===== config.mk =====
export PLATFORM = sky130hd
export DESIGN_NAME = pdt_ctrl
export DESIGN_NICKNAME = d
export VERILOG_FILES = /design/src/hw/rtl/pdt_pkg.sv /design/src/hw/rtl/pdt_ctrl.sv
export SDC_FILE = /design/constraint.sdc
export NUM_CORES = 1
export LEC_CHECK = 0
export BUFFER_PORTS_ARGS = -buffer_cell sky130_fd_sc_hd__buf_2
export CAP_MARGIN = 20
export CORE_AREA = 2 2 39 41
export CTS_BUF_LIST = sky130_fd_sc_hd__clkbuf_4 sky130_fd_sc_hd__clkbuf_8
export CTS_CLUSTER_DIAMETER = 100
export DETAILED_ROUTE_END_ITERATION = 6
export DIE_AREA = 0 0 41 43
export PLACE_DENSITY = 0.44
export SKIP_CTS_REPAIR_TIMING = 1
export SYNTH_ARGS = -nofsm -noshare
export SYNTH_HDL_FRONTEND = slang
export SYNTH_SLANG_ARGS = --single-unit
export TNS_END_PERCENT = 30

===== constraint.sdc =====
create_clock -name clk -period 2.2 [get_ports clk]
set_clock_uncertainty 0.05 [all_clocks]
set_input_delay 0.44 -clock clk [delete_from_list [all_inputs] [get_ports clk]]
set_output_delay 0.44 -clock clk [all_outputs]
set_load 0.1 [all_outputs]

===== src/hw/rtl/pdt_pkg.sv =====
// Shared types and constants of the pair test de-duplication table.
`default_nettype none

package pdt_pkg;

  localparam int MAX_OBJECTS_DEF = 64;
  localparam int STAMP_BITS_DEF  = 8;
  localparam int CNT_W           = 7;
  localparam int OBJ_W           = 6;
  localparam int OP_W            = 2;
  localparam int IN_DATA_W       = 16;
  localparam int OUT_DATA_W      = 8;

  localparam logic [CNT_W-1:0] OBJ_COUNT_RST = 7'd64;

  typedef enum logic [OP_W-1:0] {
    OP_TEST    = 2'd0,
    OP_FRAME   = 2'd1,
    OP_IGNORE  = 2'd2,
    OP_REBUILD = 2'd3
  } op_t;

  typedef enum logic [1:0] {
    ST_OK    = 2'd0,
    ST_SAME  = 2'd1,
    ST_RANGE = 2'd2
  } status_t;

  typedef struct packed {
    logic capture;
    logic locate;
    logic fire;
    logic sweep_start;
    logic sweep_wr;
    logic sweep_fill;
  } cmd_t;

  typedef struct packed {
    op_t  op;
    logic wrap;
    logic sweep_last;
  } stat_t;

endpackage

`default_nettype wire


===== src/hw/rtl/pdt_ctrl.sv =====
// Controller state machine of the pair test de-duplication table.
`default_nettype none

module pdt_ctrl
  import pdt_pkg::*;
(
  input  wire logic  clk,
  input  wire logic  rst_n,
  input  wire logic  in_tvalid,
  output logic       in_tready,
  output logic       out_tvalid,
  input  wire logic  out_tready,
  output cmd_t       cmd,
  input  wire stat_t stat
);

  typedef enum logic [2:0] {
    S_SWEEP,
    S_IDLE,
    S_LOCATE,
    S_READ,
    S_FINISH
  } state_t;

  state_t state_r;
  logic   fill_r;
  logic   out_valid_r;
  logic   out_valid_nxt;
  logic   fire;

  always_comb begin
    cmd         = '0;
    fire        = 1'b0;
    unique case (state_r)
      S_IDLE: begin
        cmd.capture = in_tvalid;
      end
      S_LOCATE: begin
        cmd.locate = 1'b1;
      end
      S_READ: begin
      end
      S_FINISH: begin
        fire            = !out_valid_r || out_tready;
        cmd.fire        = fire;
        cmd.sweep_start = fire;
      end
      S_SWEEP: begin
        cmd.sweep_wr = 1'b1;
      end
      default: begin
      end
    endcase
    cmd.sweep_fill = fill_r;
    out_valid_nxt  = (out_valid_r && !out_tready) || fire;
  end

  assign in_tready  = (state_r == S_IDLE);
  assign out_tvalid = out_valid_r;

  always_ff @(posedge clk) begin
    if (!rst_n) begin
      state_r     <= S_SWEEP;
      fill_r      <= 1'b1;
      out_valid_r <= 1'b0;
    end else begin
      out_valid_r <= out_valid_nxt;
      unique case (state_r)
        S_IDLE: begin
          if (in_tvalid) begin
            state_r <= S_LOCATE;
          end
        end
        S_LOCATE: begin
          state_r <= S_READ;
        end
        S_READ: begin
          state_r <= S_FINISH;
        end
        S_FINISH: begin
          if (fire) begin
            if (stat.op == OP_REBUILD) begin
              fill_r  <= 1'b1;
              state_r <= S_SWEEP;
            end else if (stat.op == OP_FRAME && stat.wrap) begin
              fill_r  <= 1'b0;
              state_r <= S_SWEEP;
            end else begin
              state_r <= S_IDLE;
            end
          end
        end
        S_SWEEP: begin
          if (stat.sweep_last) begin
            state_r <= S_IDLE;
          end
        end
        default: begin
          state_r <= S_IDLE;
        end
      endcase
    end
  end

endmodule

`default_nettype wire


Yosys cells after proc, flatten, opt, wreduce, memory -nomap -nowiden
Cells that the tools add are included.

Bits in registers: 5. Input port bits: 8. Logic and storage cells: 35.

Eq/ne operators: 9. Reductions and logical operators: 10. Muxes and demuxes: 13.

Operators with widths (count): $pmux 3 s5 (1); $mux 3 (3); $mux 1 (8); $eq 3x2->1 const B (2); $ne 2x2->1 const B (3); $reduce_and 3->1 (2); $eq 3x1->1 const B (1); $eq 3x3->1 const B (1); $logic_not 3->1 (1); $eq 2x1->1 const B (1); $eq 2x2->1 const B (1); $logic_and 1x1->1 (2); $logic_not 1->1 (2); $logic_or 1x1->1 (2); $mux 2 (1); $reduce_bool 2->1 (1).

Longest topological paths before layout
Gate-level depths: netlist of the first run.

Word-level depth: 6. Mapped depth: 4.

Worst setup path after synthesis of the first run
OpenSTA, ideal clock, no wires.

Path kind: reg2out. From: register state_r[2]. To: output cmd[5] (netlist bit). Cell stages (with the launch flop): 3. Buffers on the path: 0. Path slack: -1038 ps. Data required time: 1710 ps. Arrival: 2748 ps. Path through: dfxtp_1 nand2b_1 nor3b_1.

RTL lines: start, declared (RTL line pdt_ctrl.sv:25) `state_t state_r;`; start signal, assigned (RTL line pdt_ctrl.sv:63) `state_r <= S_SWEEP;`; start signal, assigned (RTL line pdt_ctrl.sv:71) `state_r <= S_LOCATE;`; start signal, assigned (RTL line pdt_ctrl.sv:75) `state_r <= S_READ;`; end, declared (RTL line pdt_ctrl.sv:13) `output cmd_t cmd,`.

==> flow_summary.toml, run 1 <==
[logic_synthesis]
ys.flop_type = "dfxtp_1"
syn_area_sq_um = 290
synth_fa_ha_area_share_pct = 0
ys_ff_latch = 5
avgSynthCellArea_sq_um = 8.29
synth-seq-area-share_pct = 34.5
synth_xor_area_share_pct = 0
ys_async_sr_fraction_pct = 0
synthSimpleGateAreaFrac_pct = 31.5
synth_top_area_share_pct = 34.5
synth.most_common_cell = "dfxtp_1"
synth_edf_count = 0
synthTopCellsByCount = "dfxtp_1 (5), nor2_1 (4), buf_4 (3)"
synth.area.mux_share_pct = 3.45
synth_cell_types = 23
synth_top_family_by_area = "simple AND/OR/NAND/NOR gates"
synth_area_leaders = "dfxtp_1 (34%), buf_4 (7.8%), nor2_1 (5.2%), nand2b_1 (4.3%), o31ai_2 (4.3%)"
ys_warn_count = 0
synth-compound-area-share_pct = 19.8
synth_top_cell_by_area = "dfxtp_1"
syn-num-nets = 43
syn-instance-count = 35

[sta]
finalSetupViolCount = 0
setup_slack_ns = 0.182
finalCritPeriodShare_pct = 91.7
relSlewSlack_pct = 67.7
slew_violations = 0
fmax_mhz = 496
hold_violations = 0
tightest_slew_ns = 0.488
rsz0062_at_grt = "false"
fin_crit_ns = 2.02

[worst_setup_path]
max_stage_delay_ns = 0.41
required_ns = 1.71
worstPathArrival_ns = 1.53
cp-start-kind = "register"
worst_path_max_delay_cell = "dfxtp_1"
reg2reg_depth = 4
regToRegSetupSlack_ns = 0.70
path_class = "reg2out"
reg2reg_from = "state_r[2]$_SDFFE_PN0P_"
critPathMaxFanout = 6
worstPathCellList = "or3b_1 -> nor2_2 -> buf_12"
cpLargestDelayFamily = "simple AND/OR/NAND/NOR gates"
crit_buf_inv = 1
r2r-end = "fill_r$_SDFFE_PN1P_"
cp-end-kind = "output pin"

[clocking]
h-tree-depth = 1
clk_latency_ns = 0.25
cts_buffer_depth = 2
cts_tree = "built"
cts_buffers = 3
cts_sinks = 5
cts_root_buffer = "clkbuf_4"
clkSlewWorstSetupHoldPaths_ns = 0.05

[cells_and_area]
n_fill_cell = 149
design_area_sq_um = 438
layout-drive-gt1-share_pct = 47.1
nNetsFinal = 60
diodes = 0
area_growth_pct = 50.9

[hold_path]
min_path_type = "in2reg"
whs_path_depth = 2
hold_path.startpoint = "rst_n"
holdPathEnd = "fill_r$_SDFFE_PN1P_"

[grt]
antenna_found_initial = 0
grt_pass1_vias = 273
grt_overflow = 0
grt_usage_pct = 10.0
grt_pass1_wl_um = 1120
grt_max_degree = 9

[placement]
place_ws_ns = 0.353
globalplace.congestion = 0.717
postPlaceCellArea_sq_um = 405
io_buffers = 15

[floorplanning]
ioPinCount = 16
die_w_um = 41
die_h_um = 43
fp.coreArea_sq_um = 1380
rows = 14
initial_core_util_pct = 21.0
die-area_sq_um = 1760

[drt]
route.detailed.drc = 0
ant_nets = 0
vias = 296
routed_wl_um = 702
drtPass1Iterations = 4
wl_per_cell_um = 10.5
drt_iter0_markers = 7
via_per_inst = 4.42

[pwr]
leakagePower_nw = 0.190
ir_drop_uv = 268
p_per_area_nw_per_um2 = 737
p_total_uw = 323

[flow_run]
max_cap_violations = 0

[status]
status = "completed"
registers in the layout (all words and copies together), names as in the netlist:
signal and count:
fill_r 1, out_tvalid 1, state_r 3
worst reg2reg max path, cell delays in order, from the launching register on:
cell and delay (ns):
dfxtp_1 0.41, or3b_1 0.41, buf_4 0.17, o31ai_2 0.22
o211ai_1 0.11
layout by cell type, fill, tap and decap left out, types with 2 or more instances in the layout:
master	count
buf_12	2
buf_2	13
clkbuf_4	4
dfxtp_1	5
nand2b_1	2
nor2_1	3
o21ai_0	2
layout make-up:
type	instances	area, sq um	share of cell area (%)
Clock buffer	4	30.0	6.86
Inverter	1	3.75	0.857
Multi-Input combinational cell	25	171	39.1
Sequential cell	5	100	22.9
Tap cell	16	20.0	4.57
Timing Repair Buffer	16	113	25.7
worst max-delay path by stage:
stage,start,to,slack (ns),cells past startpoint
after floorplan,state_r[0]$_SDFFE_PN0P_,cmd[1],-0.71,1
after global placement,state_r[2]$_SDFFE_PN0P_,cmd[2],0.37,3
after detailed placement,state_r[2]$_SDFFE_PN0P_,cmd[2],0.35,3
after CTS,state_r[2]$_SDFFE_PN0P_,cmd[2],0.08,3
after global routing,state_r[2]$_SDFFE_PN0P_,cmd[3],0.09,3
final,state_r[2]$_SDFFE_PN0P_,cmd[3],0.18,3
kinds of logic after synthesis:
logic type / Yosys count
compound gates: 8
buf+inv: 5
flops: 5
mux: 1
simple gates: 16
routing by layer:
layer	vias up	track usage, %	wire length (um)
li1	152	-	-
met1	134	10.5	305
met2	10	13.4	358
met3	0	7.85	39
met4	0	6.00	0
met5	-	0	0
report_power, final:
part,leakage (nW),switching (mW),internal (mW)
Clock,0.0184,0.0431,0.0812
Combinational,0.131,0.0757,0.0213
Sequential,0.0408,0.00652,0.0947
through the flow:
| step | utilization, % | hold slack, ns | setup TNS, ns | instances |
|---|---|---|---|---|
| 2_1_floorplan | - | 0.426 | -0.875 | 35 |
| 3_3_place_gp | 29.3 | 0.444 | 0 | 63 |
| 3_5_place_dp | 29.3 | 0.445 | 0 | 63 |
| 4_1_cts | 31.5 | 0.377 | 0 | 67 |
| 5_1_grt | 31.6 | 0.377 | 0 | 67 |
| 6_report | 31.6 | 0.378 | 0 | 67 |
Power figures use the tool's default switching activity.
==> run 2, diff against run 1 <==
--- a/config.mk
+++ b/config.mk
@@ -5,6 +5,7 @@
 export SDC_FILE = /design/constraint.sdc
 export NUM_CORES = 1
 export LEC_CHECK = 0
+export ABC_AREA = 1
 export BUFFER_PORTS_ARGS = -buffer_cell sky130_fd_sc_hd__buf_2
 export CAP_MARGIN = 20
 export CORE_AREA = 2 2 39 41
@@ -12,7 +13,7 @@
 export CTS_CLUSTER_DIAMETER = 100
 export DETAILED_ROUTE_END_ITERATION = 6
 export DIE_AREA = 0 0 41 43
-export PLACE_DENSITY = 0.44
+export PLACE_DENSITY = 0.46
 export SKIP_CTS_REPAIR_TIMING = 1
 export SYNTH_ARGS = -nofsm -noshare
 export SYNTH_HDL_FRONTEND = slang
==> run 2 against run 1 <==
Against the previous run:
- clock-buffer cell count unchanged
- flip-flop and latch count did not move
- synthesized cell count increased by 31%
- sequential power is essentially flat
- sequential share of layout area rose by 1.2 points
- non-clock buffer count is 1 lower
- design area fell by 4.9%
- cell count grew 16%
- critical path depth rose by 2
- clock power down 4%
- combinational power rose by 32%
- largest power group is now combinational logic
- highest routed layer is now met4
==> flow_summary.toml, run 2 <==
[status]
status = "completed"

[worst_setup_path]
max_stage_delay_ns = 0.42
worst_path_max_delay_cell = "buf_2"
critPathMaxFanout = 4
crit_buf_inv = 2
worstPathCellList = "inv_1 -> nor2_4 -> nand2_2 -> nor2_1 -> buf_2"
reg2reg_depth = 5
required_ns = 1.71
worstPathArrival_ns = 1.41
critical_path_cell_count = 5
cpLargestDelayFamily = "buffers and inverters"
cp-end-kind = "output pin"
path_class = "reg2out"
cp-start-kind = "register"

[logic_synthesis]
synth_fa_ha_area_share_pct = 0
syn_area_sq_um = 309
ys_async_sr_fraction_pct = 0
synth_xor_area_share_pct = 0
synth_top_cell_by_area = "dfxtp_1"
synthSimpleGateAreaFrac_pct = 43.3
syn-instance-count = 46
synth-seq-area-share_pct = 32.4
synth_edf_count = 0
syn-num-nets = 54
ys_warn_count = 0
synth-compound-area-share_pct = 4.86
synth_area_leaders = "dfxtp_1 (32%), inv_1 (12%), nand3_1 (9.7%), nor2_1 (8.5%), buf_4 (7.3%)"
synth_cell_types = 15
synth.area.mux_share_pct = 0
avgSynthCellArea_sq_um = 6.72
synth_top_family_by_area = "simple AND/OR/NAND/NOR gates"
ys.flop_type = "dfxtp_1"
ys_ff_latch = 5
synth.most_common_cell = "inv_1"
synthTopCellsByCount = "inv_1 (10), nor2_1 (7), nand3_1 (6), dfxtp_1 (5), nand2_1 (4)"
synth_top_area_share_pct = 32.4

[floorplanning]
die_w_um = 41
fp.coreArea_sq_um = 1380
ioPinCount = 16
rows = 14
die-area_sq_um = 1760
die_h_um = 43
initial_core_util_pct = 22.3

[sta]
tns_ns = 0
tightest_slew_ns = 0.485
relSlewSlack_pct = 67.9
finalCritPeriodShare_pct = 86.5
slew_violations = 0
hold_slack_ns = 0.362
hold_violations = 0
rsz0062_at_grt = "false"
fmax_mhz = 525
fin_crit_ns = 1.90
finalSetupViolCount = 0

[pwr]
leakagePower_nw = 0.223
p_per_area_nw_per_um2 = 838
ir_drop_uv = 192

[drt]
drt_iter0_markers = 4
drtPass1Iterations = 2
vias = 310
route.detailed.drc = 0
via_per_inst = 3.97
wl_per_cell_um = 7.38
routed_wl_um = 576
ant_nets = 0

[cells_and_area]
area_growth_pct = 34.8
n_fill_cell = 154
layout-drive-gt1-share_pct = 41.9
largest_register_ff_count = 3
multi_input_comb_area_sq_um = 154
layout_commonest_cell = "buf_2"
final-seq-area_sq_um = 100
nNetsFinal = 71
layout_common_cells = "buf_2 (15), inv_1 (10), nor2_1 (7), nand3_1 (6), dfxtp_1 (5)"
diodes = 0
largest-register = "state_r"

[clocking]
cts_sinks = 5
h-tree-depth = 1
clkSlewWorstSetupHoldPaths_ns = 0.04
cts_tree = "built"
cts_root_buffer = "clkbuf_4"
clk_latency_ns = 0.24
cts_buffer_depth = 2
cts_buffers = 3

[hold_path]
min_path_type = "in2reg"
whs_path_depth = 2

[grt]
grt_max_degree = 6
grt_overflow = 0
grt_pass1_wl_um = 814
grt_pass1_vias = 224
antenna_found_initial = 0
grt_usage_pct = 6.93

[flow_run]
max_cap_violations = 0

[placement]
hpwlAfterDp_um = 519
io_buffers = 15
globalplace.congestion = 0.611
[run 2: changes by cell type after synthesis, moves of 2 or more]
cell      before  now
inv_1          1   10
nand3_1        1    6
nand2_1        1    4
nor2_1         4    7
nand2_2        0    2
nand2b_1       2    0
[run 2: cell type report]
type	count	share of cell area [%]
inverters	10	9.01
flip-flops and latches	5	24.0
clock buffers	4	7.21
repair buffers	15	18.0
multi-input cells	28	36.9
well taps	16	4.80
[run 2: logic make-up after synthesis]
family | after synthesis
buf+inv | 13
compound gates | 3
flops | 5
simple gates | 25
[run 2: final timing paths]
| check | startpoint | endpoint | slack, ns |
|---|---|---|---|
| max | state_r[0]$_SDFFE_PN0P_ | cmd[5] | 0.30 |
| max reg2reg | state_r[2]$_SDFFE_PN0P_ | state_r[0]$_SDFFE_PN0P_ | 1.11 |
| min reg2reg | fill_r$_SDFFE_PN1P_ | fill_r$_SDFFE_PN1P_ | 0.40 |
| min | rst_n | fill_r$_SDFFE_PN1P_ | 0.36 |
[run 2: routing by layer]
| metal | part of all wire, % | GRT usage (%) | up-vias |
|---|---|---|---|
| met5 | 0 | 0 | - |
| met4 | 3.0 | 8.00 | 0 |
| met3 | 4.0 | 0 | 2 |
| met2 | 53 | 9.06 | 6 |
| met1 | 40 | 9.00 | 131 |
| li1 | - | - | 171 |
[run 2: through the flow]
stage / power (mW) / cells / worst slack (ns) / utilization (%) / instance area, sq um
detailed placement: 0.233 / 74 / 0.527 / 27.9 / 387
floorplan: 0.213 / 46 / -0.161 / - / 314
CTS: 0.355 / 78 / 0.283 / 30.1 / 417
global route: 0.368 / 78 / 0.176 / 30.1 / 417
global placement: 0.234 / 74 / 0.530 / 27.9 / 387
finish: 0.349 / 78 / 0.296 / 30.1 / 417
[run 2: power by group]
group	total [mW]	internal [mW]	leakage (nW)	switching [mW]
Sequential	0.101	0.0957	0.0408	0.00575
Clock	0.119	0.0809	0.0184	0.0384
Combinational	0.128	0.0265	0.164	0.102
Total	0.349	0.203	0.223	0.146
==> run 3, diff against run 2 <==
==> constraint.sdc (replaced) <==
create_clock -name clk -period 2.2 [get_ports clk]
set_clock_uncertainty 0.05 [all_clocks]
set_input_delay 0.22 -clock clk [delete_from_list [all_inputs] [get_ports clk]]
set_output_delay 0.22 -clock clk [all_outputs]
set_load 0.1 [all_outputs]
==> run 3 against run 2 <==
Against the previous run:
- register-to-register slack about the same
- via count decreased by 0.97%
- first-iteration DRC count decreased by 25%
- critical path type unchanged
- critical endpoint is now cmd[3]
- largest power group unchanged
- highest routed layer is now met3
==> flow_summary.toml, run 3 (synthesized netlist as in run 2, its figures left out) <==
[status]
status = "completed"

[placement]
globalplace.congestion = 0.636
io_buffers = 15
hpwlAfterDp_um = 528

[pwr]
p_per_area_nw_per_um2 = 840
ir_drop_uv = 268
leakagePower_nw = 0.223
p_total_uw = 350

[sta]
hold_violations = 0
finalCritPeriodShare_pct = 77.2
rsz0062_at_grt = "false"
tns_ns = 0
slew_violations = 0
fin_crit_ns = 1.70
tightest_slew_ns = 0.486
fmax_mhz = 589
finalSetupViolCount = 0
relSlewSlack_pct = 67.8

[hold_path]
min_path_type = "in2reg"

[cells_and_area]
diodes = 0
layout_common_cells = "buf_2 (15), inv_1 (10), nor2_1 (7), nand3_1 (6), dfxtp_1 (5)"
largest_register_ff_count = 3
n_fill_cell = 155
fin_util_pct = 30.1
layout_commonest_cell = "buf_2"
largest-register = "state_r"
layout-drive-gt1-share_pct = 41.9
multi_input_comb_area_sq_um = 154
nNetsFinal = 71
area_growth_pct = 34.8
final-seq-area_sq_um = 100

[drt]
drt_iter0_markers = 3
via_per_inst = 3.94
vias = 307
route.detailed.drc = 0
wl_per_cell_um = 7.87
ant_nets = 0
routed_wl_um = 614
drtPass1Iterations = 2

[floorplanning]
rows = 14
ioPinCount = 16
initial_core_util_pct = 22.3
die_h_um = 43
die-area_sq_um = 1760
die_w_um = 41
fp.coreArea_sq_um = 1380

[worst_setup_path]
worstPathArrival_ns = 1.43
cp-start-kind = "register"
cp-end-kind = "output pin"
critPathMaxFanout = 5
path_class = "reg2out"
required_ns = 1.93

[clocking]
clkSlewWorstSetupHoldPaths_ns = 0.04
cts_tree = "built"
cts_buffer_depth = 2
cts_buffers = 3
h-tree-depth = 1
cts_sinks = 5
cts_root_buffer = "clkbuf_4"
clk_latency_ns = 0.24

[grt]
grtUsageMet3_pct = 4.71
grt_usage_pct = 8.43
grtUsageMet1_pct = 9.62
grt_max_degree = 6
use_met2_pct = 11.3
grt_pass1_wl_um = 979
top_usage_layer = "met2"
grt_overflow = 0
grt_pass1_vias = 272
antenna_found_initial = 0

[flow_run]
max_cap_violations = 0
==> run 3: cell counts in the layout (fill, tap and decap cells not counted) <==
No cell type changed its count.
==> run 3: final cells by class <==
type,instances,share of cell area (%)
sequential,5,24.0
multi-input combinational,28,36.9
clock buffer,4,7.21
inverter,10,9.01
timing repair buffer,15,18.0
tap,16,4.80
==> run 3: stage by stage <==
| step | instances | setup slack (ns) | cell area, sq um | hold slack, ns |
|---|---|---|---|---|
| 2_1_floorplan | 46 | 0.0594 | 314 | 0.254 |
| 3_3_place_gp | 74 | 0.752 | 387 | 0.389 |
| 3_5_place_dp | 74 | 0.746 | 387 | 0.397 |
| 4_1_cts | 78 | 0.475 | 417 | 0.141 |
| 5_1_grt | 78 | 0.404 | 417 | 0.140 |
| 6_report | 78 | 0.503 | 417 | 0.143 |
==> run 3: worst paths after layout <==
kind	to	slack (ns)	startpoint	depth (start not counted)
worst max register to register	state_r[0]$_SDFFE_PN0P_	1.12	state_r[2]$_SDFFE_PN0P_	5
worst max-delay path	cmd[3]	0.50	state_r[1]$_SDFFE_PN0P_	4
worst min register to register	fill_r$_SDFFE_PN1P_	0.40	fill_r$_SDFFE_PN1P_	2
worst min-delay path	fill_r$_SDFFE_PN1P_	0.14	rst_n	2
==> run 3: report_power, final <==
group          switching, mW  total, mW  internal [mW]
clock                 0.0386      0.120         0.0809
combinational          0.103      0.129         0.0265
sequential           0.00585      0.102         0.0957
==> run 3: worst max-delay path, cell delays in order, from the launching register on <==
cell and delay, ns:
dfxtp_1 0.35, nor2_2 0.15, nand2_2 0.08, nor2_1 0.15, buf_2 0.45
==> run 3: routing by layer <==
| metal | part of all wire [%] | vias to the layer above |
|---|---|---|
| li1 | - | 170 |
| met1 | 43 | 130 |
| met2 | 52 | 7 |
| met3 | 5.7 | 0 |
| met4 | 0 | 0 |
| met5 | 0 | - |
